[config.mk]
export PLATFORM = sky130hd
export DESIGN_NAME = smvs_sqacc
export DESIGN_NICKNAME = d
export VERILOG_FILES = /design/src/smvs_pkg.sv /design/src/smvs_sqacc.sv
export SDC_FILE = /design/constraint.sdc
export NUM_CORES = 1
export LEC_CHECK = 0
export BUFFER_PORTS_ARGS = -buffer_cell sky130_fd_sc_hd__buf_2
export CORE_AREA = 2 2 214 216
export DETAILED_ROUTE_END_ITERATION = 12
export DIE_AREA = 0 0 216 218
export GPL_TIMING_DRIVEN = 0
export PLACE_DENSITY = 0.8
export SYNTH_ARGS = -nofsm -noshare
export SYNTH_HDL_FRONTEND = slang
export SYNTH_SLANG_ARGS = --single-unit
export TNS_END_PERCENT = 50
[constraint.sdc]
create_clock -name clk -period 8.1 [get_ports clk]
set_input_delay 0.405 -clock clk [delete_from_list [all_inputs] [get_ports clk]]
set_output_delay 0.405 -clock clk [all_outputs]
set_load 0.02 [all_outputs]
[src/smvs_pkg.sv]
// ----------------------------------------------------------------------------
// smvs_pkg: shared types and sizes of the sample set statistics block
// Widths of the sample, sum, sum of squares, variance and root datapaths.
// ----------------------------------------------------------------------------
package smvs_pkg;

  localparam int MAX_SAMPLES = 1024;
  localparam int ADDR_W      = $clog2(MAX_SAMPLES);
  localparam int COUNT_W     = $clog2(MAX_SAMPLES + 1);

  localparam int SAMPLE_W = 24;
  localparam int SUM_W    = 34;
  localparam int DEV_W    = SAMPLE_W + 1;
  localparam int PROD_W   = 2 * SAMPLE_W;
  localparam int SQ_W     = PROD_W + ADDR_W;
  localparam int VAR_W    = 48;
  localparam int STD_W    = 25;
  localparam int ROOT_W   = VAR_W / 2;
  localparam int REM_W    = ROOT_W + 1;
  localparam int CSU_W    = ROOT_W + 3;
  localparam int STEP_W   = $clog2(SQ_W + 1);

  typedef logic signed [SAMPLE_W-1:0] sample_t;
  typedef logic signed [SUM_W-1:0]    sum_t;
  typedef logic [COUNT_W-1:0]         count_t;
  typedef logic [ADDR_W-1:0]          addr_t;
  typedef logic [SQ_W-1:0]            sq_t;
  typedef logic [VAR_W-1:0]           var_t;
  typedef logic [STD_W-1:0]           std_t;
  typedef logic [CSU_W-1:0]           csu_t;

endpackage

[src/smvs_sqacc.sv]
// ----------------------------------------------------------------------------
// smvs_sqacc: squared deviation accumulator
// Deviation magnitude, registered square and running sum of squares.
// ----------------------------------------------------------------------------
module smvs_sqacc (
  input  logic              clk,
  input  logic              rst,
  input  logic              clear,
  input  logic              rd_valid,
  input  smvs_pkg::sample_t rd_data,
  input  smvs_pkg::sample_t mean,
  output logic              busy,
  output smvs_pkg::sq_t     sq
);
  import smvs_pkg::*;

  logic signed [DEV_W-1:0] dev;
  logic [SAMPLE_W-1:0]     dev_mag;
  logic [SAMPLE_W-1:0]     mag;
  logic [PROD_W-1:0]       prod;
  logic                    mag_valid;
  logic                    prod_valid;

  assign dev     = DEV_W'(rd_data) - DEV_W'(mean);
  assign dev_mag = dev[DEV_W-1] ? SAMPLE_W'(-dev) : SAMPLE_W'(dev);
  assign busy    = mag_valid | prod_valid;

  always_ff @(posedge clk) begin
    if (rst) begin
      mag_valid  <= 1'b0;
      prod_valid <= 1'b0;
    end else begin
      mag_valid  <= rd_valid;
      prod_valid <= mag_valid;
    end
  end

  always_ff @(posedge clk) begin
    mag  <= dev_mag;
    prod <= PROD_W'(mag) * PROD_W'(mag);
    if (clear) begin
      sq <= '0;
    end else if (prod_valid) begin
      sq <= sq + SQ_W'(prod);
    end
  end

endmodule

==> key figures <==
Run status
  – Outcome: completed

Timing
  – Worst slew pin tran: 0.915 ns
  – Slew Viols, Final: 0
  – RSZ-0062 raised after global routing: false
  – Final Hold Fails: 0
  – Achievable Freq: 128 MHz
  – Post-layout min period: 7.79 ns
  – Slew HR: 0.374
  – Final setup vio count: 0
  – Final setup margin: 0.306 ns
  – Clock skew: 0.00835 ns
  – WHS: 0.113 ns
  – Final period utilization: 0.962

Yosys
  – Netlist cell types: 93
  – Synth area leader: fa_1
  – Synthesis warning total: 0
  – Synth top area share: 0.348
  – Post-synth EDFFs: 0
  – Synth Instances: 2742
  – Synth top area cells: fa_1 (35%), ha_1 (13%), dfxtp_1 (11%)
  – Seq/Total Area, Yosys: 0.107
  – Mapped Avg Cell Area: 8.90 sq um
  – FFs w/ async S/R, synth: 0
  – Synth Net Count: 3466
  – Most frequent cell after synthesis: inv_1
  – Primary FF master, synth: dfxtp_1
  – #FFs+latches synth: 131
  – Post-synth top cells: inv_1 (603), fa_1 (424), ha_1 (248)
  – Post-Synthesis Cell Area: 0.0244 sq mm

Worst setup path
  – WP data arrival: 8.13 ns
  – CP dominant cell by count: fa_1
  – Kind of start point of the critical path: flip-flop
  – RR Endpoint: prod[47]
  – Register-to-Register Path Depth: 25
  – FF-to-FF Start: mag[7]
  – Flop2flop setup slack: 0.31 ns
  – CP required: 8.44 ns
  – Worst Setup SP: mag[7]
  – CP Capture Type: flip-flop
  – Critical Path Sink: prod[47]
  – Critical path's slowest cell: fa_1
  – Biggest cell delay along the critical path: 0.57 ns
  – Crit path depth: 25
  – Critical path fanouts, max: 10
  – Critical path class: reg2reg
  – Cell family with most CP delay: adder cells
  – Number of buffers and inverters on the critical path: 6

Place
  – Place WS: -0.665 ns
  – Placed wire-length estimate: 53800 microns
  – Port Buffers: 109
  – Dpl cell area: 0.0257 sq mm
  – GPL Wtd Cong: 0.991
  – Dpl cells: 3451

Routing
  – Wire per inst: 18.5 microns
  – Drt pass-1 iters: 5
  – ANT nets after route: 0
  – WL final: 64300 microns
  – Initial drt markers: 1307
  – Vias: 19400
  – DRC violations left: 0
  – Vias per cell: 5.56

Floorplan
  – Initial Utilization: 0.543
  – Core ar.: 0.0449 sq mm
  – Die ar.: 0.0471 sq mm
  – Row count: 78
  – Die Y: 218 microns
  – Io pins: 111
  – Die Width: 216 microns

GRT
  – Vias in the first global route: 20600
  – Total GRT Usage: 0.280
  – Grt ovf: 0
  – Initial antenna violation count: 2
  – Pin count of the biggest net entering global routing: 17
  – First-pass GRT wire length: 104000 microns

Cells and area
  – Fin cells: 3483
  – Fin area: 0.0264 sq mm
  – Area delta synth->final: 8.33%
  – # fillers: 3860
  – Ant. Diodes: 0
  – Fraction of layout cells with a size suffix above 1: 0.0884
  – Nets: 3594

Clocking
  – Root Buffer: clkbuf_16
  – Setup repair bufs after CTS: 0
  – H-tree depth: 4
  – Clk slew on worst S/H paths: 0.07 ns
  – CTS tree: yes
  – Longest Clk Path Bufs: 2
  – Clk_lat worst skew: 0.45 ns
  – Num CTS Buffers: 17
  – CTS sink cnt: 131

Job
  – Max_cap viols: 0

Hold path
  – Hold Path Class: in2reg
-- cells by family (layout without fill, tap and decap cells) --
kind of cell / Yosys count / after routing / synth area share
buffers and inverters: 698 / 839 / 0.109
multiplexers: 31 / 31 / 0.0130
AND/OR/NAND/NOR: 663 / 663 / 0.133
AO/OA/AOI/OAI: 422 / 422 / 0.118
flip-flops: 131 / 131 / 0.107
XOR/XNOR: 125 / 125 / 0.0449
adder cells (fa/ha/maj): 672 / 672 / 0.475
-- worst min-delay path by stage --
| stage | cells after the start | end | slack (ns) | startpoint |
|---|---|---|---|---|
| finish | 2 | prod_valid | 0.11 | rst |
| global route | 2 | mag_valid | 0.13 | rst |
| CTS | 2 | prod_valid | 0.11 | rst |
| detailed placement | 1 | prod_valid | 0.46 | mag_valid |
| global placement | 1 | prod_valid | 0.44 | mag_valid |
| floorplan | 0 | prod[0] | 0.38 | mag[0] |
-- sequential cells by signal (all words and copies together) (netlist names) --
register	flops
prod_valid	1
mag_valid	1
prod	47
sq	58
mag	24
-- routing by layer --
layer  routed length (microns)  part of all wire  track usage  up-vias
met5                        13           0.00020            0        -
met4                      2360             0.037        0.106        2
met3                      5030             0.078       0.0575      171
met2                     31300              0.49        0.486      756
met1                     25600              0.40        0.344     9467
li1                          -                 -            -     8958
-- layout by cell type (no fill, tap or decap), types with 17 or more instances in the layout --
cell and n:
nand3_1 30, nand2_1 242, xnor2_1 94, clkbuf_1 34
a21o_1 55, nand4_1 20, dfxtp_1 114, nor2_1 125
clkbuf_16 17, inv_1 603, o21bai_1 18, fa_1 424
buf_2 122, nor3_1 24, and2_1 127, o21ai_0 60
clkbuf_4 19, a21oi_1 116, mux2i_1 28, ha_1 247
xor2_1 31
-- area by class of cell --
class	instances	area (sq um)	share of cell area
multi-input cells	1913	19100	0.724
flip-flops and latches	131	2650	0.100
inverters	604	2270	0.0858
well taps	600	751	0.0284
repair buffers	109	546	0.0206
plain buffers	94	517	0.0196
clock buffers	17	425	0.0161
clock inverters	15	138	0.00521
-- through the flow --
step	util	TNS, ns
after floorplan	-	0
after global placement	0.572	-2.31
after detailed placement	0.572	-3.29
after CTS	0.586	0
after global routing	0.589	0
final	0.589	0
-- what timing repair did --
action,in CTS,in global routing
pin swaps,0,2
hold endpoints to repair,0,0
endpoints found under the setup margin,12,9
resized for setup,37,115
hold buffers,0,0
Power is not shown: default switching activity piles up to over one toggle a cycle in this logic, so the estimate is an artifact.
