### src/smvs_pkg.sv
// ----------------------------------------------------------------------------
// smvs_pkg: shared types and sizes of the sample set statistics block
// Widths of the sample, sum, sum of squares, variance and root datapaths.
// ----------------------------------------------------------------------------
package smvs_pkg;

  localparam int MAX_SAMPLES = 1024;
  localparam int ADDR_W      = $clog2(MAX_SAMPLES);
  localparam int COUNT_W     = $clog2(MAX_SAMPLES + 1);

  localparam int SAMPLE_W = 24;
  localparam int SUM_W    = 34;
  localparam int DEV_W    = SAMPLE_W + 1;
  localparam int PROD_W   = 2 * SAMPLE_W;
  localparam int SQ_W     = PROD_W + ADDR_W;
  localparam int VAR_W    = 48;
  localparam int STD_W    = 25;
  localparam int ROOT_W   = VAR_W / 2;
  localparam int REM_W    = ROOT_W + 1;
  localparam int CSU_W    = ROOT_W + 3;
  localparam int STEP_W   = $clog2(SQ_W + 1);

  typedef logic signed [SAMPLE_W-1:0] sample_t;
  typedef logic signed [SUM_W-1:0]    sum_t;
  typedef logic [COUNT_W-1:0]         count_t;
  typedef logic [ADDR_W-1:0]          addr_t;
  typedef logic [SQ_W-1:0]            sq_t;
  typedef logic [VAR_W-1:0]           var_t;
  typedef logic [STD_W-1:0]           std_t;
  typedef logic [CSU_W-1:0]           csu_t;

endpackage

### src/smvs_csu.sv
// ----------------------------------------------------------------------------
// smvs_csu: shared compare-subtract unit
// Trial subtraction used for every quotient bit and every root bit.
// ----------------------------------------------------------------------------
module smvs_csu (
  input  smvs_pkg::csu_t a,
  input  smvs_pkg::csu_t b,
  output logic           ge,
  output smvs_pkg::csu_t diff
);
  import smvs_pkg::*;

  logic [CSU_W:0] wide;

  assign wide = {1'b0, a} - {1'b0, b};
  assign ge   = ~wide[CSU_W];
  assign diff = wide[CSU_W-1:0];

endmodule

### config.mk
export PLATFORM = sky130hd
export DESIGN_NAME = smvs_csu
export DESIGN_NICKNAME = d
export VERILOG_FILES = /design/src/smvs_pkg.sv /design/src/smvs_csu.sv
export SDC_FILE = /design/constraint.sdc
export NUM_CORES = 1
export LEC_CHECK = 0
export ABC_AREA = 1
export BUFFER_PORTS_ARGS = -buffer_cell sky130_fd_sc_hd__buf_2
export CORE_UTILIZATION = 53
export DETAILED_ROUTE_END_ITERATION = 16
export PLACE_DENSITY = 0.94
export SETUP_SLACK_MARGIN = 0.15
export SLEW_MARGIN = 0
export SYNTH_ARGS = -nofsm -noshare
export SYNTH_HDL_FRONTEND = slang
export SYNTH_SLANG_ARGS = --single-unit
export TNS_END_PERCENT = 30
### constraint.sdc
create_clock -name vclk -period 2.77
set_input_delay 0.554 -clock vclk [all_inputs]
set_output_delay 0.554 -clock vclk [all_outputs]
set_load 0.01 [all_outputs]
==> results.ini, run 1 <==
[outcome]
status=finished, final reports clean

[min_path]
min_to=diff[0]
hold_class=input pin to output pin
hold_start=b[0]
hold_path_depth=4

[sta]
tightest_slew_ps=338
finalCriticalPeriod_ps=2710
fin_crit_sh_pct=97.8
timing.final.ws_setup_ps=60.8
setup_viol=0
drv_slew=0
grt_setup_unrepaired=yes
max_freq_ghz=0.369
max_slew_margin_pct=77.2
hold_viol=0

[synthesis]
synthCells=430
synth_area_um2=2130
syn_avg_cell_area_um2=4.96
synth_nets=512
yosys_warnings=0
synth_cell_type_count=24
yosysSeqAreaShare_pct=0

[global_route]
grt_pass1_wl_um=10100
grt_max_degree=7
grt_pass1_vias=2604
grt.total_usage_pct=28.9
antenna_found_initial=0
grt.overflow.total=0

[setup_path]
setup.worst_path.start=b[12]
start_kind=input pin
crit_type=input pin to output pin
worstPathArrival_ps=2160
worst-path-max-fanout=5
endpoint_kind=output pin
required_ps=2220

[power_and_ir_drop]
power_switching_mw=0.446
p_leak_nw=1.84
irDropWorstVdd_v=0.000152
total_power_mw=0.731
power.internal_mw=0.285
p_per_area_nw_per_um2=243
power_frac_comb_pct=100.0
swShare_pct=61.0
seqPwrFrac_pct=0
clockPowerShare_pct=0

[floorplan]
die_area_um2=4280
io_pins=82
dieWidth_um=65.4
initial_utilization_pct=56.6
die-height_um=65.4
rows=22
coreArea_um2=3770

[placement]
post-place-cells=562
dp_slack_ps=28.0
port_buffers=82
place_hpwl_um=5270
routabilityCongestion=0.934

[final_layout]
stdcell_count=565
syn_to_final_growth_pct=41.1
multi_input_area_um2=2080
fill_cells=269
num_antenna_cells=0
drive_gt1_share_pct=33.7
ff_latch_area_um2=0
fin_util_pct=79.8
nClkBuffers=0
fin_nets=601
seq_cell_count=0

[routing]
firstDrtPassIters=5
vias=3126
wl_per_cell_um=13.7
avgViaCountPerCell=5.53
drc=0
postRouteAntennaNets=0
drtIter0Drc=222
wirelength_um=7740

[clock_network]
hold_buffers=0

[run]
maxCapViolations=0

-- logic make-up (layout without fill, tap and decap cells) --
kind of cell,after synthesis,after routing,synth area share [%]
buffers and inverters,111,198,19.5
AO/OA/AOI/OAI,25,25,6.22
AND/OR/NAND/NOR,253,253,52.1
XOR/XNOR,13,13,5.34
adder cells (fa/ha/maj),28,28,16.8
-- through the flow --
step | setup TNS (ps) | hold WS (ps) | area, um^2
floorplan | 0 | 1260 | 2130
global placement | 0 | 1440 | 2620
detailed placement | 0 | 1460 | 2620
CTS | 0 | 1460 | 2640
global route | -67.0 | 1500 | 3010
finish | 0 | 1480 | 3010
-- critical path: stages --
cell and delay [ps]:
buf_2 70, inv_1 40, ha_2 390, nand2_2 120, nor2_2 220, nand2_1 100
nand2_1 100, inv_1 70, nand2_1 120, xor2_1 210, buf_2 160
-- power by group through the flow --
stage | clock (mW) | sequential [mW] | combinational, mW
after floorplan | 0 | 0 | 0.399
after global placement | 0 | 0 | 0.582
after detailed placement | 0 | 0 | 0.597
after CTS | 0 | 0 | 0.605
after global routing | 0 | 0 | 0.800
final | 0 | 0 | 0.731
-- Yosys cell counts (all sizes together) --
cell type / count / area, um^2
clkinv: 1 / 3.75
and2: 3 / 21.3
ha: 27 / 338
inv: 110 / 413
nand3: 29 / 155
xnor2: 3 / 26.3
nor2: 34 / 163
a21oi: 17 / 85.1
o21ai: 5 / 25.0
nand4: 10 / 62.6
xor2: 10 / 87.6
or2: 2 / 12.5
nor3: 2 / 26.3
nand2: 173 / 672
fa: 1 / 20.0
o21bai: 3 / 22.5
-- metal layers --
metal	up-vias	global-route usage, %	part of all wire (%)
li1	1467	-	-
met1	1379	32.8	35
met2	216	56.7	50
met5	-	0	0
met3	64	1.74	8.4
met4	0	8.15	7.0
-- cells in the final DEF (no fill, tap or decap), types with 2 or more instances in the layout --
cell | netlist | final
nor2_1 | 22 | 16
ha_2 | 0 | 11
nand2_4 | 0 | 6
xnor2_1 | 3 | 3
nand3_2 | 2 | 8
a21oi_1 | 17 | 13
inv_2 | 4 | 5
nand4_1 | 10 | 10
o21ai_0 | 5 | 5
xor2_1 | 10 | 10
nand3_4 | 0 | 2
nand2_2 | 9 | 20
ha_1 | 27 | 7
ha_4 | 0 | 9
a21oi_2 | 0 | 2
nand2_1 | 164 | 147
inv_1 | 106 | 105
a21oi_4 | 0 | 2
o21bai_1 | 3 | 3
nor2_2 | 11 | 7
buf_2 | 0 | 82
nand3_1 | 27 | 19
and2_1 | 2 | 2
buf_4 | 0 | 4
nor2_4 | 1 | 11
-- what timing repair did --
action                     4_1_cts  5_1_grt
setup endpoints to repair        9       20
pin swaps                        0        9
setup buffers                    1        2
resized for setup                3       83
-- cell type report --
type	count	area share, %
timing repair buffer	87	15.0
tap	48	2.00
inverter	111	13.8
multi-input combinational	319	69.2
-- worst max-delay path by stage --
stage               slack (ps)  endpoint  cells after the start
floorplan                  320  diff[24]                     12
global placement            70  diff[24]                     14
detailed placement          30  diff[24]                     14
CTS                        150  diff[18]                     12
global route               -70  diff[13]                     11
finish                      60  diff[13]                     11
(Power assumes the default switching activity.)
==> run 2, diff against run 1 <==
CELL_PAD_IN_SITES_DETAIL_PLACEMENT = 1   (was default)
CELL_PAD_IN_SITES_GLOBAL_PLACEMENT = 1   (was default)
CORE_UTILIZATION = 33   (was 53)
PLACE_DENSITY = 0.93   (was 0.94)
SETUP_SLACK_MARGIN = 0.4   (was 0.15)
==> results.ini, run 2 (same netlist as run 1, synthesis figures left out) <==
[floorplan]
initial_utilization_pct=35.2
rows=28
dieWidth_um=82.4
die-height_um=82.4
io_pins=82
coreArea_um2=6060
die_area_um2=6790

[global_route]
grt_max_degree=7
grt_pass1_vias=3520
antenna_found_initial=0
grt.overflow.total=0
grt_pass1_wl_um=16100
grt.total_usage_pct=31.3

[final_layout]
fill_cells=833
ff_latch_area_um2=0
nClkBuffers=0
fin_area_um2=3640
seq_cell_count=0
syn_to_final_growth_pct=70.9
num_antenna_cells=0
layout_common_cells=117 x nand2_1, 86 x inv_1, 75 x buf_2, 41 x nand2_2, 25 x ha_4
drive_gt1_share_pct=50.3
final_common_cell=nand2_1
fin_nets=617

[routing]
avgViaCountPerCell=5.62
firstDrtPassIters=5
vias=3419
wl_per_cell_um=21.7
postRouteAntennaNets=0
wirelength_um=13200
drtIter0Drc=219
drc=0

[outcome]
status=finished, final reports clean

[sta]
hold_viol=0
setup_viol=0
fin_hold_ws_ps=1450
finalCriticalPeriod_ps=2720
fin_crit_sh_pct=98.3
max_freq_ghz=0.367
drv_slew=0
tightest_slew_ps=308
timing.final.ws_setup_ps=47.9
grt_setup_unrepaired=yes
finalSetupTns_ps=0
max_slew_margin_pct=79.4

[setup_path]
required_ps=2220
endpoint_kind=output pin
critPathBufInv=5
cp_slowest_stage_delay_ps=320
cpLargestDelayFamily=simple AND/OR/NAND/NOR gates
worstPathArrival_ps=2170
worst-path-max-fanout=4
start_kind=input pin
crit_chain=buf_2 -> inv_2 -> ha_4 -> nand2_4 -> inv_1 -> nand2_1 -> nand2_1 -> inv_1 -> nand3_2 -> nand3_2 -> nand2_1 -> nand2_1 -> nand2_1 -> buf_2
cpMaxStageDelayCell=ha_4
crit_top_cell=nand2_1
crit_type=input pin to output pin

[power_and_ir_drop]
p_per_area_nw_per_um2=267
irDropWorstVdd_v=0.000142
p_leak_nw=2.00
total_power_mw=0.972

[placement]
routabilityCongestion=0.884
port_buffers=82
dpl_cell_area_um2=2650
dp_slack_ps=22.2
place_hpwl_um=6730

[run]
maxCapViolations=0

[clock_network]
hold_buffers=0

[min_path]
hold_class=input pin to output pin

[run 2: area by class of cell]
| cell class | count | area (um^2) | area share, % |
|---|---|---|---|
| inverters | 111 | 419 | 11.5 |
| well taps | 75 | 93.8 | 2.57 |
| repair buffers | 103 | 616 | 16.9 |
| multi-input cells | 319 | 2520 | 69.0 |
[run 2: what timing repair did]
item | 4_1_cts | 5_1_grt
pin swaps | 29 | 30
endpoints found under the setup margin | 24 | 24
buffers inserted | 12 | 8
resized for setup | 110 | 85
hold endpoints to repair | 0 | 0
[run 2: final timing paths]
| kind | from | end | cells after the start |
|---|---|---|---|
| max | b[8] | diff[18] | 14 |
| min | b[0] | diff[0] | 4 |
[run 2: power breakdown]
part	switching [mW]	total, mW	internal (mW)	leakage, nW
Combinational	0.594	0.972	0.379	2.00
Clock	0	0	0	0
Sequential	0	0	0	0
[run 2: per-layer routing]
| metal | routed length (um) | GRT usage, % |
|---|---|---|
| met4 | 943 | 15.8 |
| met2 | 6660 | 61.6 |
| met1 | 4720 | 32.0 |
| met5 | 0 | 0 |
| met3 | 849 | 3.63 |
[run 2: metrics by stage]
step	utilization, %	std cells
after floorplan	-	430
after global placement	43.8	588
after detailed placement	43.8	588
after CTS	54.6	600
after global routing	60.1	608
final	60.1	608
